--- src/design/htll_pkg.sv ---
// ----------------------------------------------------------------------------
// Hash tree level layout package
// Shared widths, codes and the command and status bundles between the
// controller and the datapath.
// ----------------------------------------------------------------------------
package htll_pkg;

  localparam int unsigned WordW      = 64;
  localparam int unsigned HashBlockW = 21;
  localparam int unsigned DigestW    = 11;
  localparam int unsigned BitsW      = 5;
  localparam int unsigned FanMax     = HashBlockW - 1;
  localparam int unsigned ShW        = 7;
  localparam int unsigned CountW     = 7;
  localparam int unsigned IdxW       = 6;
  localparam int unsigned ShiftLimit = 64;
  localparam int unsigned ShiftMax   = ShiftLimit - 1;
  localparam int unsigned MaxLevelsDef = 63;

  localparam int unsigned InDataW  = 2 * WordW;
  localparam int unsigned OutDataW = 208;
  localparam int unsigned OutUserW = 4;
  localparam int unsigned ApbAddrW = 3;
  localparam int unsigned ApbDataW = 32;

  localparam logic [HashBlockW-1:0] HashBlockRst = HashBlockW'(4096);
  localparam logic [DigestW-1:0]    DigestRst    = DigestW'(32);

  typedef enum logic [2:0] {
    ST_OK           = 3'd0,
    ST_BAD_GEOMETRY = 3'd1,
    ST_TOO_MANY     = 3'd2,
    ST_SHIFT_OVER   = 3'd3,
    ST_POS_OVERFLOW = 3'd4
  } status_e;

  typedef enum logic [2:0] {
    EMIT_NONE,
    EMIT_GEOM,
    EMIT_MANY,
    EMIT_EMPTY,
    EMIT_SHIFT,
    EMIT_LEVEL
  } emit_e;

  typedef enum logic {
    REG_HASH_BLOCK = 1'b0,
    REG_DIGEST     = 1'b1
  } reg_e;

  typedef struct packed {
    logic [HashBlockW-1:0] hash_block_bytes;
    logic [DigestW-1:0]    digest_bytes;
  } cfg_t;

  typedef struct packed {
    logic  load;
    logic  step;
    logic  prep;
    logic  calc;
    emit_e emit;
  } cmd_t;

  typedef struct packed {
    logic geom_bad;
    logic count_more;
    logic too_many;
    logic no_levels;
    logic sh_over;
    logic pos_ovf;
    logic idx_zero;
    logic out_free;
  } sts_t;

endpackage

--- src/design/htll_regs.sv ---
// ----------------------------------------------------------------------------
// Hash tree level layout configuration registers
// APB-style register file holding the hash block size and digest size.
// ----------------------------------------------------------------------------
module htll_regs (
  input  logic                                clk_i,
  input  logic                                rst_ni,
  input  logic                                psel,
  input  logic                                penable,
  input  logic                                pwrite,
  input  logic [htll_pkg::ApbAddrW-1:0]       paddr,
  input  logic [htll_pkg::ApbDataW-1:0]       pwdata,
  output logic [htll_pkg::ApbDataW-1:0]       prdata,
  output logic                                pready,
  output htll_pkg::cfg_t                      cfg_o
);

  htll_pkg::cfg_t cfg_q, cfg_d;
  htll_pkg::reg_e sel;
  logic           wr_en;

  assign sel    = htll_pkg::reg_e'(paddr[2]);
  assign pready = 1'b1;
  assign wr_en  = psel && penable && pwrite && pready;

  always_comb begin
    cfg_d = cfg_q;
    if (wr_en) begin
      unique case (sel)
        htll_pkg::REG_HASH_BLOCK: begin
          cfg_d.hash_block_bytes = pwdata[htll_pkg::HashBlockW-1:0];
        end
        htll_pkg::REG_DIGEST: begin
          cfg_d.digest_bytes = pwdata[htll_pkg::DigestW-1:0];
        end
        default: begin
          cfg_d = cfg_q;
        end
      endcase
    end
  end

  always_comb begin
    unique case (sel)
      htll_pkg::REG_HASH_BLOCK: prdata = htll_pkg::ApbDataW'(cfg_q.hash_block_bytes);
      htll_pkg::REG_DIGEST:     prdata = htll_pkg::ApbDataW'(cfg_q.digest_bytes);
      default:                  prdata = '0;
    endcase
  end

  always_ff @(posedge clk_i or negedge rst_ni) begin
    if (!rst_ni) begin
      cfg_q.hash_block_bytes <= htll_pkg::HashBlockRst;
      cfg_q.digest_bytes     <= htll_pkg::DigestRst;
    end else begin
      cfg_q <= cfg_d;
    end
  end

  assign cfg_o = cfg_q;

endmodule

--- src/design/htll_ctrl.sv ---
// ----------------------------------------------------------------------------
// Hash tree level layout controller
// Sequences loading, level counting, per-level size computation and result
// emission.
// ----------------------------------------------------------------------------
module htll_ctrl (
  input  logic           clk_i,
  input  logic           rst_ni,
  input  logic           in_valid_i,
  output logic           in_ready_o,
  input  htll_pkg::sts_t sts_i,
  output htll_pkg::cmd_t cmd_o
);

  typedef enum logic [1:0] {
    S_IDLE,
    S_COUNT,
    S_CALC,
    S_CHECK
  } state_e;

  state_e state_q, state_d;

  assign in_ready_o = (state_q == S_IDLE);

  always_comb begin
    state_d    = state_q;
    cmd_o.load = 1'b0;
    cmd_o.step = 1'b0;
    cmd_o.prep = 1'b0;
    cmd_o.calc = 1'b0;
    cmd_o.emit = htll_pkg::EMIT_NONE;
    unique case (state_q)
      S_IDLE: begin
        if (in_valid_i) begin
          cmd_o.load = 1'b1;
          state_d    = S_COUNT;
        end
      end
      S_COUNT: begin
        if (sts_i.geom_bad) begin
          if (sts_i.out_free) begin
            cmd_o.emit = htll_pkg::EMIT_GEOM;
            state_d    = S_IDLE;
          end
        end else if (sts_i.count_more) begin
          cmd_o.step = 1'b1;
        end else if (sts_i.too_many) begin
          if (sts_i.out_free) begin
            cmd_o.emit = htll_pkg::EMIT_MANY;
            state_d    = S_IDLE;
          end
        end else if (sts_i.no_levels) begin
          if (sts_i.out_free) begin
            cmd_o.emit = htll_pkg::EMIT_EMPTY;
            state_d    = S_IDLE;
          end
        end else begin
          cmd_o.prep = 1'b1;
          state_d    = S_CALC;
        end
      end
      S_CALC: begin
        if (sts_i.sh_over) begin
          if (sts_i.out_free) begin
            cmd_o.emit = htll_pkg::EMIT_SHIFT;
            state_d    = S_IDLE;
          end
        end else begin
          cmd_o.calc = 1'b1;
          state_d    = S_CHECK;
        end
      end
      S_CHECK: begin
        if (sts_i.out_free) begin
          cmd_o.emit = htll_pkg::EMIT_LEVEL;
          state_d    = (sts_i.pos_ovf || sts_i.idx_zero) ? S_IDLE : S_CALC;
        end
      end
      default: begin
        state_d = S_IDLE;
      end
    endcase
  end

  always_ff @(posedge clk_i or negedge rst_ni) begin
    if (!rst_ni) begin
      state_q <= S_IDLE;
    end else begin
      state_q <= state_d;
    end
  end

endmodule

--- src/design/htll_dp.sv ---
// ----------------------------------------------------------------------------
// Hash tree level layout datapath
// Holds the item operands, counts levels one fan-out shift per cycle,
// computes each level size and keeps the output result register.
// ----------------------------------------------------------------------------
module htll_dp #(
  parameter int unsigned MAX_LEVELS = htll_pkg::MaxLevelsDef
) (
  input  logic                              clk_i,
  input  logic                              rst_ni,
  input  htll_pkg::cfg_t                    cfg_i,
  input  logic [htll_pkg::InDataW-1:0]      in_data_i,
  input  htll_pkg::cmd_t                    cmd_i,
  output htll_pkg::sts_t                    sts_o,
  output logic                              out_valid_o,
  input  logic                              out_ready_i,
  output logic [htll_pkg::OutDataW-1:0]     out_data_o,
  output logic [htll_pkg::OutUserW-1:0]     out_user_o,
  output logic                              out_last_o
);

  localparam int unsigned W = htll_pkg::WordW;

  logic [W-1:0]                  blocks_q, pos_q, v_q, s_q;
  logic [htll_pkg::BitsW-1:0]    bits_q, bits_calc;
  logic                          geom_bad_q;
  logic [htll_pkg::ShW-1:0]      sh_q;
  logic [htll_pkg::CountW-1:0]   levels_q;
  logic [htll_pkg::IdxW-1:0]     idx_q;
  logic [W-1:0]                  mask;
  logic [W:0]                    pos_sum;

  logic                          out_valid_q;
  logic                          o_has_q, o_last_q;
  logic [htll_pkg::IdxW-1:0]     o_idx_q;
  logic [W-1:0]                  o_start_q, o_blocks_q, o_end_q;
  logic [htll_pkg::CountW-1:0]   o_count_q;
  htll_pkg::status_e             o_status_q;

  always_comb begin
    bits_calc = '0;
    for (int n = 1; n <= int'(htll_pkg::FanMax); n++) begin
      if ((32'(cfg_i.digest_bytes) << n) <= 32'(cfg_i.hash_block_bytes)) begin
        bits_calc = htll_pkg::BitsW'(n);
      end
    end
  end

  assign mask    = (W'(1) << sh_q[htll_pkg::IdxW-1:0]) - W'(1);
  assign pos_sum = {1'b0, pos_q} + {1'b0, s_q};

  assign sts_o.geom_bad   = geom_bad_q;
  assign sts_o.count_more = (sh_q < htll_pkg::ShW'(htll_pkg::ShiftLimit)) && (v_q != '0);
  assign sts_o.too_many   = levels_q > htll_pkg::CountW'(MAX_LEVELS);
  assign sts_o.no_levels  = (levels_q == '0);
  assign sts_o.sh_over    = sh_q > htll_pkg::ShW'(htll_pkg::ShiftMax);
  assign sts_o.pos_ovf    = pos_sum[W];
  assign sts_o.idx_zero   = (idx_q == '0);
  assign sts_o.out_free   = !out_valid_q || out_ready_i;

  always_ff @(posedge clk_i) begin
    if (cmd_i.load) begin
      blocks_q   <= in_data_i[W-1:0];
      pos_q      <= in_data_i[2*W-1:W];
      v_q        <= in_data_i[W-1:0] - W'(1);
      sh_q       <= '0;
      levels_q   <= '0;
      bits_q     <= bits_calc;
      geom_bad_q <= (cfg_i.digest_bytes == '0) || (bits_calc == '0);
    end
    if (cmd_i.step) begin
      v_q      <= v_q >> bits_q;
      sh_q     <= sh_q + htll_pkg::ShW'(bits_q);
      levels_q <= levels_q + htll_pkg::CountW'(1);
    end
    if (cmd_i.prep) begin
      idx_q <= htll_pkg::IdxW'(levels_q - htll_pkg::CountW'(1));
    end
    if (cmd_i.calc) begin
      s_q <= (blocks_q + mask) >> sh_q[htll_pkg::IdxW-1:0];
    end
    if (cmd_i.emit == htll_pkg::EMIT_LEVEL && !pos_sum[W]) begin
      pos_q <= pos_sum[W-1:0];
      sh_q  <= sh_q - htll_pkg::ShW'(bits_q);
      idx_q <= idx_q - htll_pkg::IdxW'(1);
    end
  end

  always_ff @(posedge clk_i) begin
    if (cmd_i.emit != htll_pkg::EMIT_NONE) begin
      o_start_q <= pos_q;
      o_end_q   <= pos_q;
      o_has_q   <= 1'b0;
      o_last_q  <= 1'b1;
      o_idx_q   <= '0;
      o_blocks_q <= '0;
      o_count_q <= levels_q;
      o_status_q <= htll_pkg::ST_OK;
      case (cmd_i.emit)
        htll_pkg::EMIT_GEOM: begin
          o_count_q  <= '0;
          o_status_q <= htll_pkg::ST_BAD_GEOMETRY;
        end
        htll_pkg::EMIT_MANY: begin
          o_status_q <= htll_pkg::ST_TOO_MANY;
        end
        htll_pkg::EMIT_SHIFT: begin
          o_idx_q    <= idx_q;
          o_status_q <= htll_pkg::ST_SHIFT_OVER;
        end
        htll_pkg::EMIT_LEVEL: begin
          o_idx_q    <= idx_q;
          o_blocks_q <= s_q;
          if (pos_sum[W]) begin
            o_status_q <= htll_pkg::ST_POS_OVERFLOW;
          end else begin
            o_has_q  <= 1'b1;
            o_end_q  <= pos_sum[W-1:0];
            o_last_q <= (idx_q == '0);
          end
        end
        default: begin
          o_status_q <= htll_pkg::ST_OK;
        end
      endcase
    end
  end

  always_ff @(posedge clk_i or negedge rst_ni) begin
    if (!rst_ni) begin
      out_valid_q <= 1'b0;
    end else if (cmd_i.emit != htll_pkg::EMIT_NONE) begin
      out_valid_q <= 1'b1;
    end else if (out_ready_i) begin
      out_valid_q <= 1'b0;
    end
  end

  assign out_valid_o = out_valid_q;
  assign out_last_o  = o_last_q;
  assign out_user_o  = {o_status_q, o_has_q};
  assign out_data_o  = {3'b000, o_count_q, o_end_q, o_blocks_q, o_start_q, o_idx_q};

endmodule

--- src/design/hash_tree_level_layout.sv ---
// ----------------------------------------------------------------------------
// Hash tree level layout
// Lays out the levels of a hash tree for a data block count and a start
// position, one result beat per level from the top level down to level 0.
//
// The slave stream takes one item per beat: data_blocks and start_position.
// The master stream returns the levels; tlast marks the final beat of an
// item, and an error ends the item with a beat that has a nonzero status.
// The APB port sets the hash block size and the digest size; the user
// must write them only while idle, which the block does not enforce.
// An item is loaded, its levels are counted by the fan-out shift loop
// (at most 64), then each level is sized, checked for overflow and emitted.
// One item is worked on at a time; the next item is accepted once the
// final beat sits in the output register, while it still waits.
// A stalled receiver holds the output beat and pauses the sequencer.
// Reset empties the output register, returns to idle and restores the
// register defaults of 4096 and 32 bytes.
// ----------------------------------------------------------------------------
module hash_tree_level_layout #(
  parameter int unsigned MAX_LEVELS = htll_pkg::MaxLevelsDef
) (
  input  logic                              clk_i,
  input  logic                              rst_ni,
  // data_blocks [63:0], start_position [127:64]
  input  logic [htll_pkg::InDataW-1:0]      s_axis_tdata,
  input  logic                              s_axis_tvalid,
  output logic                              s_axis_tready,
  // level_index [5:0], level_start [69:6], level_blocks [133:70],
  // end_position [197:134], level_count [204:198], zero [207:205]
  output logic [htll_pkg::OutDataW-1:0]     m_axis_tdata,
  // has_level [0], status [3:1]
  output logic [htll_pkg::OutUserW-1:0]     m_axis_tuser,
  output logic                              m_axis_tlast,
  output logic                              m_axis_tvalid,
  input  logic                              m_axis_tready,
  input  logic                              psel,
  input  logic                              penable,
  input  logic                              pwrite,
  input  logic [htll_pkg::ApbAddrW-1:0]     paddr,
  input  logic [htll_pkg::ApbDataW-1:0]     pwdata,
  output logic [htll_pkg::ApbDataW-1:0]     prdata,
  output logic                              pready
);

  htll_pkg::cfg_t cfg;
  htll_pkg::cmd_t cmd;
  htll_pkg::sts_t sts;

  htll_regs u_regs (
    .clk_i   (clk_i),
    .rst_ni  (rst_ni),
    .psel    (psel),
    .penable (penable),
    .pwrite  (pwrite),
    .paddr   (paddr),
    .pwdata  (pwdata),
    .prdata  (prdata),
    .pready  (pready),
    .cfg_o   (cfg)
  );

  htll_ctrl u_ctrl (
    .clk_i      (clk_i),
    .rst_ni     (rst_ni),
    .in_valid_i (s_axis_tvalid),
    .in_ready_o (s_axis_tready),
    .sts_i      (sts),
    .cmd_o      (cmd)
  );

  htll_dp #(
    .MAX_LEVELS (MAX_LEVELS)
  ) u_dp (
    .clk_i       (clk_i),
    .rst_ni      (rst_ni),
    .cfg_i       (cfg),
    .in_data_i   (s_axis_tdata),
    .cmd_i       (cmd),
    .sts_o       (sts),
    .out_valid_o (m_axis_tvalid),
    .out_ready_i (m_axis_tready),
    .out_data_o  (m_axis_tdata),
    .out_user_o  (m_axis_tuser),
    .out_last_o  (m_axis_tlast)
  );

  a_level_ok: assert property (@(posedge clk_i) disable iff (!rst_ni)
    m_axis_tvalid && m_axis_tuser[0] |-> m_axis_tuser[3:1] == htll_pkg::ST_OK)
    else $error("level beat with nonzero status");

  a_mid_is_level: assert property (@(posedge clk_i) disable iff (!rst_ni)
    m_axis_tvalid && !m_axis_tlast |-> m_axis_tuser[0])
    else $error("non-final beat is not a level");

  a_last_level_zero: assert property (@(posedge clk_i) disable iff (!rst_ni)
    m_axis_tvalid && m_axis_tlast && m_axis_tuser[0] |-> m_axis_tdata[5:0] == '0)
    else $error("final level beat is not level 0");

  a_end_sum: assert property (@(posedge clk_i) disable iff (!rst_ni)
    m_axis_tvalid && m_axis_tuser[0] |->
      m_axis_tdata[197:134] == m_axis_tdata[69:6] + m_axis_tdata[133:70])
    else $error("end position does not match start plus size");

endmodule
--- config.mk ---
export PLATFORM = sky130hd
export DESIGN_NAME = hash_tree_level_layout
export DESIGN_NICKNAME = d
export VERILOG_FILES = /design/src/design/htll_pkg.sv /design/src/design/htll_regs.sv /design/src/design/htll_ctrl.sv /design/src/design/htll_dp.sv /design/src/design/hash_tree_level_layout.sv
export SDC_FILE = /design/constraint.sdc
export NUM_CORES = 2
export LEC_CHECK = 0
export ABC_CLOCK_PERIOD_IN_PS = 14000
export CAP_MARGIN = 15
export CORE_UTILIZATION = 45
export CTS_CLUSTER_SIZE = 8
export DETAILED_ROUTE_END_ITERATION = 10
export DONT_BUFFER_PORTS = 1
export PLACE_DENSITY = 0.63
export SLEW_MARGIN = 25
export SYNTH_ARGS = -nofsm -noshare
export SYNTH_HDL_FRONTEND = slang
export SYNTH_SLANG_ARGS = --single-unit
--- constraint.sdc ---
create_clock -name clk_i -period 14 [get_ports clk_i]
set_input_delay 0.7 -clock clk_i [delete_from_list [all_inputs] [get_ports clk_i]]
set_output_delay 0.7 -clock clk_i [all_outputs]
set_load 0.005 [all_outputs]
==> impl_metrics.py <==
metrics = {
    "power_and_ir_drop": {
        "p_per_area_nw_per_um2": 262,
        "power.switching_uw": 6350,
        "combPwrFrac_pct": 62.2,
        "seqPwrFrac_pct": 24.4,
        "power_switching_share_pct": 50.2,
        "intPower_uw": 6290,
        "vdd_drop_max_v": 0.000157,
        "clkPwrFrac_pct": 13.4,
        "total_power_uw": 12600,
        "leakage_uw": 0.0188,
    },
    "critical_path": {
        "cpLargestDelayFamily": "simple AND/OR/NAND/NOR gates",
        "critical_path.startpoint_type": "flip-flop",
        "critPathSlowestCell": "nor2_2",
        "path_cells": "buf_4, inv_2, buf_4, nand2_1, nor2_2, nand2_1, ha_1, inv_1, ha_1, nand4_1, nor2_1, a31o_2, o2111ai_2, nand3_1, xor2_1, a2111oi_0, a222oi_1, nand4_1, a221o_1, a221oi_1",
        "critical_path.max_fanout": 51,
        "critPathMaxStageDelay_ns": 0.68,
        "end_kind": "flip-flop",
        "setup.worst_path.class": "reg -> reg",
        "critPathRequiredTime_ns": 14.39,
        "critPathArrivalTime_ns": 8.72,
        "cp_num_buf_inv": 4,
    },
    "layout": {
        "area_growth_pct": 7.11,
        "layout_common_cells": "nand2_1, edfxtp_1, nor2_1, ha_1, a21oi_1",
        "multi_input_area_um2": 27300,
        "regArea_um2": 15700,
        "drive_above_1_share_pct": 9.19,
        "finalNetCount": 5367,
        "final_common_cell": "nand2_1",
        "finish.utilization_pct": 48.9,
        "n_fill_cell": 9398,
    },
    "place": {
        "place_congestion": 0.988,
        "port-buffer-count": 0,
        "hpwl_um": 123000,
        "dp_slack_ns": 5.99,
    },
    "routing": {
        "remaining_drc_errors": 0,
        "viasPerCell": 6.48,
        "wire_per_inst_um": 26.2,
        "first_pass_iters": 6,
        "drtIter0Drc": 4027,
        "finalWirelength_um": 161000,
        "antenna_left": 0,
        "vias": 39821,
    },
    "logic_synthesis": {
        "yosysWarnings": 0,
        "ys_types": 119,
        "syn_inst": 4948,
        "synth-edff-count": 492,
        "yosysSeqAreaShare_pct": 34.8,
        "synthArstFlopShare_pct": 6.64,
        "syn_area_um2": 45000,
        "synth_flop_cell": "edfxtp_1",
        "syn_avg_cell_area_um2": 9.10,
        "ys_seq_elements": 527,
    },
    "timing": {
        "min_period_over_period_pct": 59.5,
        "hold_viol": 0,
        "skew_ns": 0.0374,
        "grt_setup_unrepaired": "no",
        "tns_ns": 0,
        "postLayoutSetupSlackWorst_ns": 5.67,
        "setup_violations": 0,
        "relSlewSlack_pct": 27.2,
        "worst_pin_slew_ns": 1.09,
        "worst_hold_slack_ns": 0.134,
        "period_needed_ns": 8.33,
        "slew_viol_final": 0,
        "max_freq_ghz": 0.120,
    },
    "cts": {
        "post_cts_resized": 0,
        "clock-sinks": 527,
        "clkLatencyLatePin_ns": 0.66,
        "post_cts_buffers": 0,
        "numCtsBuffers": 78,
        "clk_pin_slew_worst_paths_ns": 0.05,
        "cts-root-buf": "clkbuf_16",
        "tritoncts": "yes",
        "clk_path_buf_depth": 3,
        "htree_levels": 3,
    },
    "global_route": {
        "grt_usage_pct": 30.8,
        "grt_pass1_vias": 37773,
        "antenna_found_initial": 7,
        "grt_overflow": 0,
        "grt_max_degree": 115,
        "grt_pass1_wl_um": 239000,
    },
    "run": {
        "max_cap_viol_count": 0,
    },
    "floorplan": {
        "start_util_pct": 45.6,
        "num_rows": 115,
        "pin_count": 418,
        "chipHeight_um": 318,
        "die_area_um2": 101000,
        "die_w_um": 318,
        "core_um2": 98700,
    },
    "hold_path": {
        "hp-class": "in -> reg",
    },
    "run_status": {
        "status": "completed",
    },
}
==> synthesized netlist by cell type, drive strengths merged (13+ instances only) <==
library cell    n  share of area, %
edfxtp        492                33
a211oi         77               1.3
o31ai          29              0.49
xnor2         109               2.1
nand2b         29              0.40
o21ai         292               3.3
or2            19              0.26
and2          102               1.4
or4            23              0.38
o21bai         18              0.30
a211o          22              0.43
and3           35              0.49
a221oi         17              0.36
mux2i         112               2.5
o2111ai        14              0.31
a22oi          13              0.22
o21a           40              0.67
o22ai          47              0.65
mux4           69               3.5
buf           100               1.2
nor4           44              0.67
xor2           56               1.1
clkbuf        175               1.5
nand2         576               4.8
nand3         147               1.6
a2111oi        16              0.33
ha            368                10
o211ai         49              0.85
inv           268               2.2
or3            51              0.72
nor3          107               1.2
nor2b          34              0.47
dfrtp          33               1.8
and4           18              0.35
nor2          394               3.3
a21o          126               2.1
a311oi         18              0.36
nand4         104               1.5
a31oi          57              0.81
a21oi         328               3.8
mux2          116               2.9
o221ai         16              0.31
==> through the flow <==
step / std cells / cell area, µm²
6_report: 6142 / 48200
5_1_grt: 6141 / 48200
4_1_cts: 6139 / 48200
3_5_place_dp: 6029 / 46000
3_3_place_gp: 6029 / 46000
2_1_floorplan: 4961 / 45100
==> state kept, by name (all words and copies together), names as in the netlist, 3 cells and up <==
signal,cells
u_dp.o_idx_q,6
u_dp.s_q,64
u_dp.levels_q,7
u_regs.cfg_o,32
u_dp.idx_q,6
u_dp.v_q,64
u_dp.bits_q,5
u_dp.o_blocks_q,64
u_dp.blocks_q,64
u_dp.o_status_q,3
u_dp.o_end_q,64
u_dp.o_count_q,7
u_dp.o_start_q,64
u_dp.pos_q,64
u_dp.sh_q,7
==> metal layers <==
layer	share of wire [%]	GRT usage, %	vias up
met5	0.025	0	-
met4	4.4	12.5	6
met3	7.2	4.95	355
met2	48	52.3	1827
met1	40	38.9	19304
li1	-	-	18329
==> what timing repair did <==
item	CTS	global route
hold endpoints to repair	35	0
setup endpoints to repair	0	0
hold buffers	2	0
==> final timing paths <==
check                                       from                  to  slack [ns]  cells after the start
worst min register to register    u_dp.pos_q[18]  u_dp.o_start_q[18]        0.50                      0
min in group asynchronous                 rst_ni    u_dp.out_valid_o        0.60                      2
max in group asynchronous                 rst_ni    u_regs.cfg_o[23]       13.09                      2
worst min-delay path            s_axis_tdata[56]   u_dp.blocks_q[56]        0.13                      0
worst max-delay path                u_dp.sh_q[1]         u_dp.s_q[0]        5.67                     20
worst max register to register      u_dp.sh_q[1]         u_dp.s_q[0]        5.67                     20
==> layout make-up <==
cell class / instances / share of cell area [%]
well taps: 1287 / 3.34
inverters: 271 / 2.11
multi-input cells: 3888 / 56.6
clock buffers: 96 / 4.19
repair buffers: 59 / 1.03
diodes: 2 / 0.0104
flip-flops and latches: 527 / 32.5
clock inverters: 12 / 0.280
==> cells by family after synthesis <==
logic type / count (synthesis) / share of synthesized area (%)
and+or+nand+nor: 1716 / 18.2
AOI/OAI and AO/OA: 1323 / 19.7
buffers and inverters: 546 / 4.88
DFF: 527 / 34.8
adders and majority gates: 372 / 10.4
muxes: 297 / 8.85
xor gates and xnor gates: 165 / 3.21
other: 2 / 0.0167
==> power by group through the flow <==
stage / Clock (µW) / Combinational [µW] / Sequential [µW]
after floorplan: 0 / 5380 / 2970
after global placement: 0 / 7550 / 3110
after detailed placement: 0 / 7600 / 3120
after CTS: 1720 / 7640 / 3090
after global routing: 1780 / 8430 / 3140
final: 1700 / 7860 / 3090
(Power assumes the default switching activity.)
